--- src/sv/thml_pkg.sv ---
// Shared constants, status and format codes, and types for texture_header_mip_layout.
// Used by thml_addcmp, thml_level_unit and the top level; depends on nothing.
package thml_pkg;

  localparam int MAX_MIP_LEVELS = 8;

  localparam int DW = 36;
  typedef logic [DW-1:0] word_t;

  localparam logic [31:0] MAGIC_TIM2     = 32'h324D_4954;
  localparam logic [7:0]  FILE_HDR_BYTES = 8'd16;
  localparam logic [7:0]  PIC_HDR_BYTES  = 8'h30;
  localparam logic [7:0]  PIC_BASE_WIDE  = 8'd128;
  localparam logic [10:0] PALETTE_BYTES  = 11'(256 * 4);
  localparam logic [3:0]  ALIGN_MASK     = 4'd15;

  localparam logic [7:0] PTYPE_RGBA16 = 8'h01;
  localparam logic [7:0] PTYPE_RGBA32 = 8'h03;
  localparam logic [7:0] PTYPE_IDX8   = 8'h05;

  localparam logic [1:0] FMT_RGBA32 = 2'd0;
  localparam logic [1:0] FMT_RGBA16 = 2'd1;
  localparam logic [1:0] FMT_IDX8   = 2'd2;

  localparam logic [3:0] STAT_OK      = 4'd0;
  localparam logic [3:0] STAT_SHORT   = 4'd1;
  localparam logic [3:0] STAT_MAGIC   = 4'd2;
  localparam logic [3:0] STAT_NOPIC   = 4'd3;
  localparam logic [3:0] STAT_TRUNC   = 4'd4;
  localparam logic [3:0] STAT_TYPE    = 4'd5;
  localparam logic [3:0] STAT_MIPS    = 4'd6;
  localparam logic [3:0] STAT_NOCLUT  = 4'd7;
  localparam logic [3:0] STAT_PAYLOAD = 4'd8;
  localparam logic [3:0] STAT_LEVEL   = 4'd9;
  localparam logic [3:0] STAT_CLUTBND = 4'd10;

  typedef struct packed {
    logic [15:0] w;
    logic [15:0] h;
    logic [33:0] sz;
    logic [34:0] sz_al;
  } lvl_info_t;

endpackage

--- src/sv/thml_addcmp.sv ---
// Shared adder and comparator: sum = a + b, gt = (a + b) > c.
// Depends on thml_pkg for the datapath word type.
module thml_addcmp (
  input  thml_pkg::word_t a,
  input  thml_pkg::word_t b,
  input  thml_pkg::word_t c,
  output thml_pkg::word_t sum,
  output logic            gt
);

  assign sum = a + b;
  assign gt  = (sum > c);

endmodule

--- src/sv/thml_level_unit.sv ---
// Mip level geometry: clamped width and height, byte size and 16-byte aligned size.
// Depends on thml_pkg; size is registered from lvl, aligned size from sz_r.
module thml_level_unit (
  input  logic                clk,
  input  logic [3:0]          lvl,
  input  logic [15:0]         base_w,
  input  logic [15:0]         base_h,
  input  logic [1:0]          bpp_sh,
  output thml_pkg::lvl_info_t info
);

  logic [15:0] w_sh;
  logic [15:0] h_sh;
  logic [15:0] w_nxt;
  logic [15:0] h_nxt;
  logic [31:0] prod;
  logic [15:0] w_r;
  logic [15:0] h_r;
  logic [33:0] sz_r;
  logic [34:0] sz_al_r;

  assign w_sh  = base_w >> lvl;
  assign h_sh  = base_h >> lvl;
  assign w_nxt = (w_sh == 16'd0) ? 16'd1 : w_sh;
  assign h_nxt = (h_sh == 16'd0) ? 16'd1 : h_sh;
  assign prod  = w_nxt * h_nxt;

  always_ff @(posedge clk) begin
    w_r     <= w_nxt;
    h_r     <= h_nxt;
    sz_r    <= {2'b00, prod} << bpp_sh;
    sz_al_r <= ({1'b0, sz_r} + 35'(thml_pkg::ALIGN_MASK)) & ~35'(thml_pkg::ALIGN_MASK);
  end

  assign info.w     = w_r;
  assign info.h     = h_r;
  assign info.sz    = sz_r;
  assign info.sz_al = sz_al_r;

endmodule

--- src/sv/texture_header_mip_layout.sv ---
// Top level: header check sequencer around one shared adder/comparator and the level unit.
// Depends on thml_pkg, thml_addcmp and thml_level_unit.
//
// Usage: a request on the in_ channel carries the header fields and blob length.
// in_stall is high from acceptance until the last result of that request is taken.
// The block answers with either one error result (status nonzero, last set) or one
// ok result per mip level, largest first, the final one with last set.
// Sequence, for n mip levels:
//   header checks run in order, one check per cycle, the arithmetic ones through the shared adder;
//   the level bounds pass then takes each level through issue, test and advance states, then the palette check;
//   each level result then passes through geometry, offset, hold and advance states, the
//   last one skipping advance; the idle state then accepts the next request.
// The single adder/comparator and the one-level-at-a-time multiplier serialize these steps.
// Results sit in an output register; while out_stall is high the result holds and
// the sequencer waits. Synchronous reset (rst_n low) returns to idle and drops any
// pending result.
module texture_header_mip_layout (
  input  logic        clk,
  input  logic        rst_n,
  input  logic        in_valid,
  output logic        in_stall,
  input  logic [31:0] in_blob_size,
  input  logic [31:0] in_magic_word,
  input  logic [7:0]  in_format_id,
  input  logic [15:0] in_picture_count,
  input  logic [31:0] in_clut_bytes,
  input  logic [31:0] in_image_bytes,
  input  logic [15:0] in_pic_header_bytes,
  input  logic [7:0]  in_mip_field,
  input  logic [7:0]  in_pixel_type,
  input  logic [15:0] in_base_width,
  input  logic [15:0] in_base_height,
  output logic        out_valid,
  input  logic        out_stall,
  output logic [3:0]  out_status,
  output logic [3:0]  out_level_index,
  output logic [31:0] out_level_offset,
  output logic [15:0] out_level_width,
  output logic [15:0] out_level_height,
  output logic [1:0]  out_texel_format,
  output logic [31:0] out_palette_offset,
  output logic        out_palette_present,
  output logic [4:0]  out_level_total,
  output logic        out_last
);

  typedef enum logic [3:0] {
    ST_IDLE,
    ST_CHECK,
    ST_LVL_ISSUE,
    ST_LVL_TEST,
    ST_LVL_ADV,
    ST_PAL,
    ST_EMIT_ISSUE,
    ST_EMIT_LOAD,
    ST_OUT_WAIT,
    ST_EMIT_ADV
  } state_t;

  typedef enum logic [3:0] {
    CK_SHORT,
    CK_MAGIC,
    CK_NOPIC,
    CK_TRUNC,
    CK_TYPE,
    CK_MIPS,
    CK_NOCLUT,
    CK_HDR,
    CK_PAYLOAD
  } chk_step_t;

  state_t      state_r, state_nxt;
  chk_step_t   step_r, step_nxt;

  logic [31:0] blob_r, blob_nxt;
  logic [31:0] magic_r, magic_nxt;
  logic [7:0]  pbase_r, pbase_nxt;
  logic [15:0] pics_r, pics_nxt;
  logic [31:0] clut_r, clut_nxt;
  logic [31:0] img_r, img_nxt;
  logic [15:0] hdr_r, hdr_nxt;
  logic [7:0]  nlev_r, nlev_nxt;
  logic [7:0]  ptype_r, ptype_nxt;
  logic [15:0] bw_r, bw_nxt;
  logic [15:0] bh_r, bh_nxt;
  logic [1:0]  fmt_r, fmt_nxt;
  logic [1:0]  bpp_sh_r, bpp_sh_nxt;
  logic [16:0] imgoff_r, imgoff_nxt;
  logic [31:0] poff_r, poff_nxt;
  thml_pkg::word_t off_r, off_nxt;
  logic [3:0]  lvl_r, lvl_nxt;

  logic        out_valid_r, out_valid_nxt;
  logic [3:0]  out_status_r, out_status_nxt;
  logic [3:0]  out_index_r, out_index_nxt;
  logic [31:0] out_offset_r, out_offset_nxt;
  logic [15:0] out_width_r, out_width_nxt;
  logic [15:0] out_height_r, out_height_nxt;
  logic [1:0]  out_fmt_r, out_fmt_nxt;
  logic [31:0] out_poff_r, out_poff_nxt;
  logic        out_pp_r, out_pp_nxt;
  logic [4:0]  out_total_r, out_total_nxt;
  logic        out_last_r, out_last_nxt;

  thml_pkg::word_t     op_a, op_b, op_c, op_sum;
  logic                op_gt;
  thml_pkg::lvl_info_t lvl_info;
  logic                fail;
  logic [3:0]          fail_code;
  logic                lvl_last;
  logic                is_idx8;

  thml_addcmp u_addcmp (
    .a   (op_a),
    .b   (op_b),
    .c   (op_c),
    .sum (op_sum),
    .gt  (op_gt)
  );

  thml_level_unit u_level (
    .clk    (clk),
    .lvl    (lvl_r),
    .base_w (bw_r),
    .base_h (bh_r),
    .bpp_sh (bpp_sh_r),
    .info   (lvl_info)
  );

  assign lvl_last = (({4'b0000, lvl_r} + 8'd1) == nlev_r);
  assign is_idx8  = (fmt_r == thml_pkg::FMT_IDX8);

  always_comb begin
    state_nxt      = state_r;
    step_nxt       = step_r;
    blob_nxt       = blob_r;
    magic_nxt      = magic_r;
    pbase_nxt      = pbase_r;
    pics_nxt       = pics_r;
    clut_nxt       = clut_r;
    img_nxt        = img_r;
    hdr_nxt        = hdr_r;
    nlev_nxt       = nlev_r;
    ptype_nxt      = ptype_r;
    bw_nxt         = bw_r;
    bh_nxt         = bh_r;
    fmt_nxt        = fmt_r;
    bpp_sh_nxt     = bpp_sh_r;
    imgoff_nxt     = imgoff_r;
    poff_nxt       = poff_r;
    off_nxt        = off_r;
    lvl_nxt        = lvl_r;
    out_valid_nxt  = out_valid_r;
    out_status_nxt = out_status_r;
    out_index_nxt  = out_index_r;
    out_offset_nxt = out_offset_r;
    out_width_nxt  = out_width_r;
    out_height_nxt = out_height_r;
    out_fmt_nxt    = out_fmt_r;
    out_poff_nxt   = out_poff_r;
    out_pp_nxt     = out_pp_r;
    out_total_nxt  = out_total_r;
    out_last_nxt   = out_last_r;
    op_a           = '0;
    op_b           = '0;
    op_c           = '0;
    fail           = 1'b0;
    fail_code      = thml_pkg::STAT_OK;

    case (state_r)
      ST_IDLE: begin
        if (in_valid) begin
          blob_nxt  = in_blob_size;
          magic_nxt = in_magic_word;
          pbase_nxt = (in_format_id == 8'd0) ? thml_pkg::FILE_HDR_BYTES
                                             : thml_pkg::PIC_BASE_WIDE;
          pics_nxt  = in_picture_count;
          clut_nxt  = in_clut_bytes;
          img_nxt   = in_image_bytes;
          hdr_nxt   = in_pic_header_bytes;
          nlev_nxt  = (in_mip_field == 8'd0) ? 8'd1 : in_mip_field;
          ptype_nxt = in_pixel_type;
          bw_nxt    = in_base_width;
          bh_nxt    = in_base_height;
          step_nxt  = CK_SHORT;
          state_nxt = ST_CHECK;
        end
      end
      ST_CHECK: begin
        case (step_r)
          CK_SHORT: begin
            op_a = thml_pkg::word_t'(thml_pkg::FILE_HDR_BYTES);
            op_c = thml_pkg::word_t'(blob_r);
            if (op_gt) begin
              fail      = 1'b1;
              fail_code = thml_pkg::STAT_SHORT;
            end else begin
              step_nxt = CK_MAGIC;
            end
          end
          CK_MAGIC: begin
            if (magic_r != thml_pkg::MAGIC_TIM2) begin
              fail      = 1'b1;
              fail_code = thml_pkg::STAT_MAGIC;
            end else begin
              step_nxt = CK_NOPIC;
            end
          end
          CK_NOPIC: begin
            if (pics_r == 16'd0) begin
              fail      = 1'b1;
              fail_code = thml_pkg::STAT_NOPIC;
            end else begin
              step_nxt = CK_TRUNC;
            end
          end
          CK_TRUNC: begin
            op_a = thml_pkg::word_t'(pbase_r);
            op_b = thml_pkg::word_t'(thml_pkg::PIC_HDR_BYTES);
            op_c = thml_pkg::word_t'(blob_r);
            if (op_gt) begin
              fail      = 1'b1;
              fail_code = thml_pkg::STAT_TRUNC;
            end else begin
              step_nxt = CK_TYPE;
            end
          end
          CK_TYPE: begin
            step_nxt = CK_MIPS;
            if (ptype_r == thml_pkg::PTYPE_RGBA32) begin
              fmt_nxt    = thml_pkg::FMT_RGBA32;
              bpp_sh_nxt = 2'd2;
            end else if (ptype_r == thml_pkg::PTYPE_RGBA16) begin
              fmt_nxt    = thml_pkg::FMT_RGBA16;
              bpp_sh_nxt = 2'd1;
            end else if (ptype_r == thml_pkg::PTYPE_IDX8) begin
              fmt_nxt    = thml_pkg::FMT_IDX8;
              bpp_sh_nxt = 2'd0;
            end else begin
              fail      = 1'b1;
              fail_code = thml_pkg::STAT_TYPE;
            end
          end
          CK_MIPS: begin
            if (nlev_r > 8'(thml_pkg::MAX_MIP_LEVELS)) begin
              fail      = 1'b1;
              fail_code = thml_pkg::STAT_MIPS;
            end else begin
              step_nxt = CK_NOCLUT;
            end
          end
          CK_NOCLUT: begin
            op_a = thml_pkg::word_t'(thml_pkg::PALETTE_BYTES);
            op_c = thml_pkg::word_t'(clut_r);
            if (is_idx8 && op_gt) begin
              fail      = 1'b1;
              fail_code = thml_pkg::STAT_NOCLUT;
            end else begin
              step_nxt = CK_HDR;
            end
          end
          CK_HDR: begin
            op_a       = thml_pkg::word_t'(thml_pkg::PIC_HDR_BYTES);
            op_c       = thml_pkg::word_t'(hdr_r);
            imgoff_nxt = {9'd0, pbase_r} + {1'b0, hdr_r};
            if (op_gt) begin
              fail      = 1'b1;
              fail_code = thml_pkg::STAT_PAYLOAD;
            end else begin
              step_nxt = CK_PAYLOAD;
            end
          end
          CK_PAYLOAD: begin
            op_a = thml_pkg::word_t'(imgoff_r);
            op_b = thml_pkg::word_t'(img_r);
            op_c = thml_pkg::word_t'(blob_r);
            if (op_gt) begin
              fail      = 1'b1;
              fail_code = thml_pkg::STAT_PAYLOAD;
            end else begin
              poff_nxt  = op_sum[31:0];
              off_nxt   = '0;
              lvl_nxt   = 4'd0;
              state_nxt = ST_LVL_ISSUE;
            end
          end
          default: begin
            state_nxt = ST_IDLE;
          end
        endcase
      end
      ST_LVL_ISSUE: begin
        state_nxt = ST_LVL_TEST;
      end
      ST_LVL_TEST: begin
        op_a = off_r;
        op_b = thml_pkg::word_t'(lvl_info.sz);
        op_c = thml_pkg::word_t'(img_r);
        if (op_gt) begin
          fail      = 1'b1;
          fail_code = thml_pkg::STAT_LEVEL;
        end else begin
          state_nxt = ST_LVL_ADV;
        end
      end
      ST_LVL_ADV: begin
        op_a    = off_r;
        op_b    = thml_pkg::word_t'(lvl_info.sz_al);
        off_nxt = op_sum;
        if (lvl_last) begin
          state_nxt = ST_PAL;
        end else begin
          lvl_nxt   = lvl_r + 4'd1;
          state_nxt = ST_LVL_ISSUE;
        end
      end
      ST_PAL: begin
        op_a = thml_pkg::word_t'(poff_r);
        op_b = thml_pkg::word_t'(thml_pkg::PALETTE_BYTES);
        op_c = thml_pkg::word_t'(blob_r);
        if (is_idx8 && op_gt) begin
          fail      = 1'b1;
          fail_code = thml_pkg::STAT_CLUTBND;
        end else begin
          off_nxt   = '0;
          lvl_nxt   = 4'd0;
          state_nxt = ST_EMIT_ISSUE;
        end
      end
      ST_EMIT_ISSUE: begin
        state_nxt = ST_EMIT_LOAD;
      end
      ST_EMIT_LOAD: begin
        op_a           = thml_pkg::word_t'(imgoff_r);
        op_b           = off_r;
        out_valid_nxt  = 1'b1;
        out_status_nxt = thml_pkg::STAT_OK;
        out_index_nxt  = lvl_r;
        out_offset_nxt = op_sum[31:0];
        out_width_nxt  = lvl_info.w;
        out_height_nxt = lvl_info.h;
        out_fmt_nxt    = fmt_r;
        out_poff_nxt   = is_idx8 ? poff_r : 32'd0;
        out_pp_nxt     = is_idx8;
        out_total_nxt  = nlev_r[4:0];
        out_last_nxt   = lvl_last;
        state_nxt      = ST_OUT_WAIT;
      end
      ST_OUT_WAIT: begin
        if (!out_stall) begin
          out_valid_nxt = 1'b0;
          state_nxt     = out_last_r ? ST_IDLE : ST_EMIT_ADV;
        end
      end
      ST_EMIT_ADV: begin
        op_a      = off_r;
        op_b      = thml_pkg::word_t'(lvl_info.sz_al);
        off_nxt   = op_sum;
        lvl_nxt   = lvl_r + 4'd1;
        state_nxt = ST_EMIT_ISSUE;
      end
      default: begin
        state_nxt = ST_IDLE;
      end
    endcase

    if (fail) begin
      out_valid_nxt  = 1'b1;
      out_status_nxt = fail_code;
      out_index_nxt  = 4'd0;
      out_offset_nxt = 32'd0;
      out_width_nxt  = 16'd0;
      out_height_nxt = 16'd0;
      out_fmt_nxt    = thml_pkg::FMT_RGBA32;
      out_poff_nxt   = 32'd0;
      out_pp_nxt     = 1'b0;
      out_total_nxt  = 5'd0;
      out_last_nxt   = 1'b1;
      state_nxt      = ST_OUT_WAIT;
    end
  end

  always_ff @(posedge clk) begin
    step_r       <= step_nxt;
    blob_r       <= blob_nxt;
    magic_r      <= magic_nxt;
    pbase_r      <= pbase_nxt;
    pics_r       <= pics_nxt;
    clut_r       <= clut_nxt;
    img_r        <= img_nxt;
    hdr_r        <= hdr_nxt;
    nlev_r       <= nlev_nxt;
    ptype_r      <= ptype_nxt;
    bw_r         <= bw_nxt;
    bh_r         <= bh_nxt;
    fmt_r        <= fmt_nxt;
    bpp_sh_r     <= bpp_sh_nxt;
    imgoff_r     <= imgoff_nxt;
    poff_r       <= poff_nxt;
    off_r        <= off_nxt;
    lvl_r        <= lvl_nxt;
    out_status_r <= out_status_nxt;
    out_index_r  <= out_index_nxt;
    out_offset_r <= out_offset_nxt;
    out_width_r  <= out_width_nxt;
    out_height_r <= out_height_nxt;
    out_fmt_r    <= out_fmt_nxt;
    out_poff_r   <= out_poff_nxt;
    out_pp_r     <= out_pp_nxt;
    out_total_r  <= out_total_nxt;
    out_last_r   <= out_last_nxt;
    if (!rst_n) begin
      state_r     <= ST_IDLE;
      out_valid_r <= 1'b0;
    end else begin
      state_r     <= state_nxt;
      out_valid_r <= out_valid_nxt;
    end
  end

  assign in_stall            = (state_r != ST_IDLE);
  assign out_valid           = out_valid_r;
  assign out_status          = out_status_r;
  assign out_level_index     = out_index_r;
  assign out_level_offset    = out_offset_r;
  assign out_level_width     = out_width_r;
  assign out_level_height    = out_height_r;
  assign out_texel_format    = out_fmt_r;
  assign out_palette_offset  = out_poff_r;
  assign out_palette_present = out_pp_r;
  assign out_level_total     = out_total_r;
  assign out_last            = out_last_r;

  a_idle_no_result: assert property (@(posedge clk) disable iff (!rst_n)
    !in_stall |-> !out_valid)
    else $error("result pending while accepting requests");

  a_last_frees_input: assert property (@(posedge clk) disable iff (!rst_n)
    (out_valid && !out_stall && out_last) |=> !in_stall)
    else $error("input not released after final result");

  a_error_is_last: assert property (@(posedge clk) disable iff (!rst_n)
    (out_valid && out_status != thml_pkg::STAT_OK) |-> out_last)
    else $error("error result without last");

  a_index_in_range: assert property (@(posedge clk) disable iff (!rst_n)
    (out_valid && out_status == thml_pkg::STAT_OK) |->
      ({1'b0, out_level_index} < out_level_total))
    else $error("level index beyond level count");

endmodule

--- config.mk ---
export PLATFORM = sky130hd
export DESIGN_NAME = texture_header_mip_layout
export DESIGN_NICKNAME = d
export VERILOG_FILES = /design/src/sv/thml_pkg.sv /design/src/sv/thml_addcmp.sv /design/src/sv/thml_level_unit.sv /design/src/sv/texture_header_mip_layout.sv
export SDC_FILE = /design/constraint.sdc
export NUM_CORES = 2
export LEC_CHECK = 0
export BUFFER_PORTS_ARGS = -buffer_cell sky130_fd_sc_hd__buf_2
export CAP_MARGIN = 40
export CORE_ASPECT_RATIO = 0.7
export CORE_UTILIZATION = 35
export CTS_CLUSTER_SIZE = 12
export DETAILED_ROUTE_END_ITERATION = 7
export SYNTH_ARGS = -nofsm -noshare
export SYNTH_HDL_FRONTEND = slang
export SYNTH_HIERARCHICAL = 1
export SYNTH_SLANG_ARGS = --single-unit
--- constraint.sdc ---
create_clock -name clk -period 13.8 [get_ports clk]
set_input_delay 2.07 -clock clk [delete_from_list [all_inputs] [get_ports clk]]
set_output_delay 2.07 -clock clk [all_outputs]
set_load 0.02 [all_outputs]
==> metrics.md <==
| Metric | Value |
|---|---|
| Outcome | finished with violations |
| Failing checks | DRC |
| # rows | 93 |
| RSZ-0062 raised after global routing | no |
| Crit path time final | 9.66 ns |
| Die width | 368 µm |
| Initial core utilization | 35.5% |
| CTS Hold Buffers Added | 0 |
| Final clock skew | 0.0543 ns |
| Fmax | 104 MHz |
| Final setup vio count | 0 |
| Setup TNS | 0 ns |
| Final hold violations | 0 |
| Max IR drop VDD | about 0.18 mV |
| Worst EP required | 14.14 ns |
| Async S/R FF share, synth | 0% |
| Final ANT Viol Nets | 0 |
| Final period util | 70.0% |
| Vias in the first global route | between 20000 and 25000 |
| Crit. Startpoint | state_r[3]$_SDFFE_PN0P_ |
| Hold WC Path Type | reg -> reg |
| First-pass GRT wire length | 151 mm |
| Clock Tree Root | clkbuf_16 |
| Final instance area | between 0.03 and 0.04 mm² |
| Post-CTS sizing | 0 |
| Slew headroom | 37.4% |
| Clock Sink Count | 521 |
| Dpl hpwl | 73.7 mm |
| Max-Cap Viols | 0 |
| Vias | 25300 |
| CTS Buf Count | 55 |
| DR iter-0 viols | 2502 |
| Post-Synthesis Cells | approximately 3200 |
| Die Height | 258 µm |
| Syn-to-layout area delta | 14.0% |
| Synth Cell Area | about 0.033 mm² |
| DRC | 2 |
| Worst-Skew Late Latency | 0.66 ns |
| WL/cell | 20.9 µm |
| Via density | 5.35 |
| Distinct cells, synth | approximately 100 |
| Post-placement cell area | 0.0356 mm² |
| Placer Congestion | 0.971 |
| Kind of critical path | reg -> reg |
| Crit start category | flip-flop |
| GRT Total Usage | between 20% and 30% |
| Reg area | 0.0135 mm² |
| Nets | between 4000 and 5000 |
| Setup repair bufs after CTS | 0 |
| Crit-path slowest cell | dfxtp_1 |
| PwrDens | around 200 mW/mm² |
| Grt ovf | 0 |
| Antenna cells | 0 |
| Fillers | between 9000 and 10000 |
| First-pass DRT Iterations | 8 |
| PortBufs | 334 |
| CP arrival | 9.99 ns |
| Crit-path leading delay family | compound AO/OA/AOI/OAI gates |
| Clock slew at the register clock pins of the worst setup and hold paths | roughly 0.060 ns |
| Area of the multi-input gates | roughly 0.017 mm² |
| Dominant synthesized flop cell | edfxtp_1 |
| Most frequent CP cell | buf_4 |
| EDFF count, synth | 310 |
| Die ar. | 0.0949 mm² |
| Worst path buffer plus inverter count | 6 |
| Slew @ Worst Pin | 0.938 ns |
| # IOs | 335 |
| Clock Path Buffers | 3 |
| Leak | 0.0164 µW |
| Worst Min Path Start | u_level/h_r[1]$_DFF_P_ |
| Crit path capture type | flip-flop |
| CTS tree | done |
| Share of cells above drive strength 1 | between 10% and 20% |
| Sequential area share after synthesis | 41.3% |
| Reg2reg start | state_r[3]$_SDFFE_PN0P_ |
| Largest stage delay on the critical path | 0.72 ns |
| Crit Path Max Fanout | 39 |
| Initial antenna violation count | 0 |
| Final Max Tran Viols | 0 |
| Synth Register Bits | 521 |
| H-Tree Depth | 2 |
| Largest net degree at the start of global routing | 65 |
| Core ar. | 0.0924 mm² |
| YS warnings | 6 |
| Routed wire length | about 99 mm |
| Mean Syn Cell Area | just over 10 µm² |
placed cells by master, fill, tap and decap left out, types with 18 or more instances in the layout:
| cell type | instances |
|---|---|
| nor3_1 | 34 |
| mux4_2 | 20 |
| a211oi_1 | 18 |
| buf_4 | 34 |
| dfxtp_1 | 211 |
| ha_1 | 179 |
| buf_2 | 334 |
| nor4_1 | 18 |
| xnor2_1 | 60 |
| nor2b_1 | 23 |
| nand4_1 | 30 |
| edfxtp_1 | 310 |
| a22o_1 | 20 |
| nand3_1 | 33 |
| fa_1 | 195 |
| a32o_1 | 33 |
| inv_1 | 314 |
| a22oi_1 | 53 |
| a21o_1 | 49 |
| nand2b_1 | 18 |
| nand2_1 | 453 |
| and2_1 | 19 |
| o21ai_0 | 72 |
| xor2_1 | 45 |
| a21oi_1 | 174 |
| and3_1 | 54 |
| nor2_1 | 209 |
| a221o_1 | 24 |
| mux2i_1 | 58 |
| clkbuf_16 | 56 |
| clkbuf_1 | 25 |
| a222oi_1 | 47 |
per-layer routing:
layer / vias to the layer above / wire length (µm) / global-route usage, %
li1: 11700 / - / -
met1: 12300 / 46200 / 30.1
met2: 1102 / 42400 / 30.6
met3: 117 / 8420 / 4.01
met4: 0 / 1910 / 4.53
met5: - / 0 / 0
cell type report:
class | instances | share of cell area (%)
well taps | 1235 | 4.14
flip-flops and latches | 521 | 36.2
repair buffers | 375 | 5.49
clock inverters | 17 | 0.405
multi-input cells | 2160 | 46.2
inverters | 332 | 3.36
clock buffers | 87 | 4.20
registers in the layout, indices dropped and copies added, names as in the netlist, 31 cells and up:
signal and count:
off_r 36, u_level/sz_r 34, blob_r 32, clut_r 32, img_r 32, magic_r 32
out_level_offset 32, out_palette_offset 32, poff_r 32, u_level/sz_al_r 31
cells by family (layout without fill, tap and decap cells):
| family | after synthesis | after routing | synth area share (%) |
|---|---|---|---|
| AO/OA/AOI/OAI | 623 | 623 | 13.9 |
| XOR/XNOR | 105 | 105 | 2.81 |
| adder cells (fa/ha/maj) | 374 | 374 | 18.8 |
| buffers and inverters | 514 | 811 | 6.39 |
| flip-flops | 521 | 521 | 41.3 |
| multiplexers | 85 | 85 | 3.39 |
| other | 2 | 8 | 0.0229 |
| AND/OR/NAND/NOR | 965 | 965 | 13.5 |
power by group:
part           switching [µW]  internal (µW)  leakage, µW
Combinational            2240           1300       0.0108
Sequential                269           2100      0.00469
Clock                     645            787     0.000835
Total                    3160           4190       0.0164
worst register-to-register path, delay by kind of cell, from the launching register on:
family	cells	cell delay (ns)
adders and majority gates	3	0.89
buffers and inverters	6	1.62
AOI/OAI and AO/OA	10	3.19
and+or+nand+nor	11	2.96
DFF	1	0.72
synth_stat cells, types with 19 or more instances:
cell type | instances | share of area, %
a21o_1 | 49 | 1.1
nor2_1 | 212 | 2.4
and3_1 | 55 | 1.1
nand3_1 | 34 | 0.52
mux4_2 | 20 | 1.4
a32o_1 | 33 | 1.0
edfxtp_1 | 310 | 28
a22o_1 | 20 | 0.53
a22oi_1 | 53 | 1.2
nand4_1 | 30 | 0.57
a21oi_1 | 174 | 2.7
nor3_1 | 37 | 0.57
o21ai_0 | 72 | 1.1
clkbuf_1 | 137 | 1.6
nor2b_1 | 24 | 0.46
xnor2_1 | 60 | 1.6
ha_1 | 179 | 6.8
mux2i_1 | 58 | 1.8
fa_1 | 195 | 12
dfxtp_1 | 211 | 13
inv_1 | 314 | 3.6
a222oi_1 | 47 | 1.4
a221o_1 | 24 | 0.73
xor2_1 | 45 | 1.2
nor4_1 | 19 | 0.36
nand2_1 | 453 | 5.2
and2_1 | 19 | 0.36
per-stage QoR:
step           hold WS [ns]  power, µW  worst slack [ns]  instances  util (%)
6_report              0.427       7340              4.14       4727      40.4
5_1_grt               0.440       7860              3.56       4727      40.4
4_1_cts               0.419       7340              4.10       4726      40.4
3_5_place_dp          0.427       5880              4.17       4622      38.6
3_3_place_gp          0.424       5840              4.09       4616      38.4
2_1_floorplan         0.417       4770              4.30       3195         -
final timing paths:
kind	cells after the start	end	slack (ns)
setup / recovery	30	out_status[3]$_SDFFCE_PN0P_	4.14
hold / removal	2	out_level_height[1]$_SDFFE_PP0N_	0.43
setup reg to reg	30	out_status[3]$_SDFFCE_PN0P_	4.14
hold reg to reg	2	out_level_height[1]$_SDFFE_PP0N_	0.43
No activity file was read; power rests on OpenSTA's default activity.
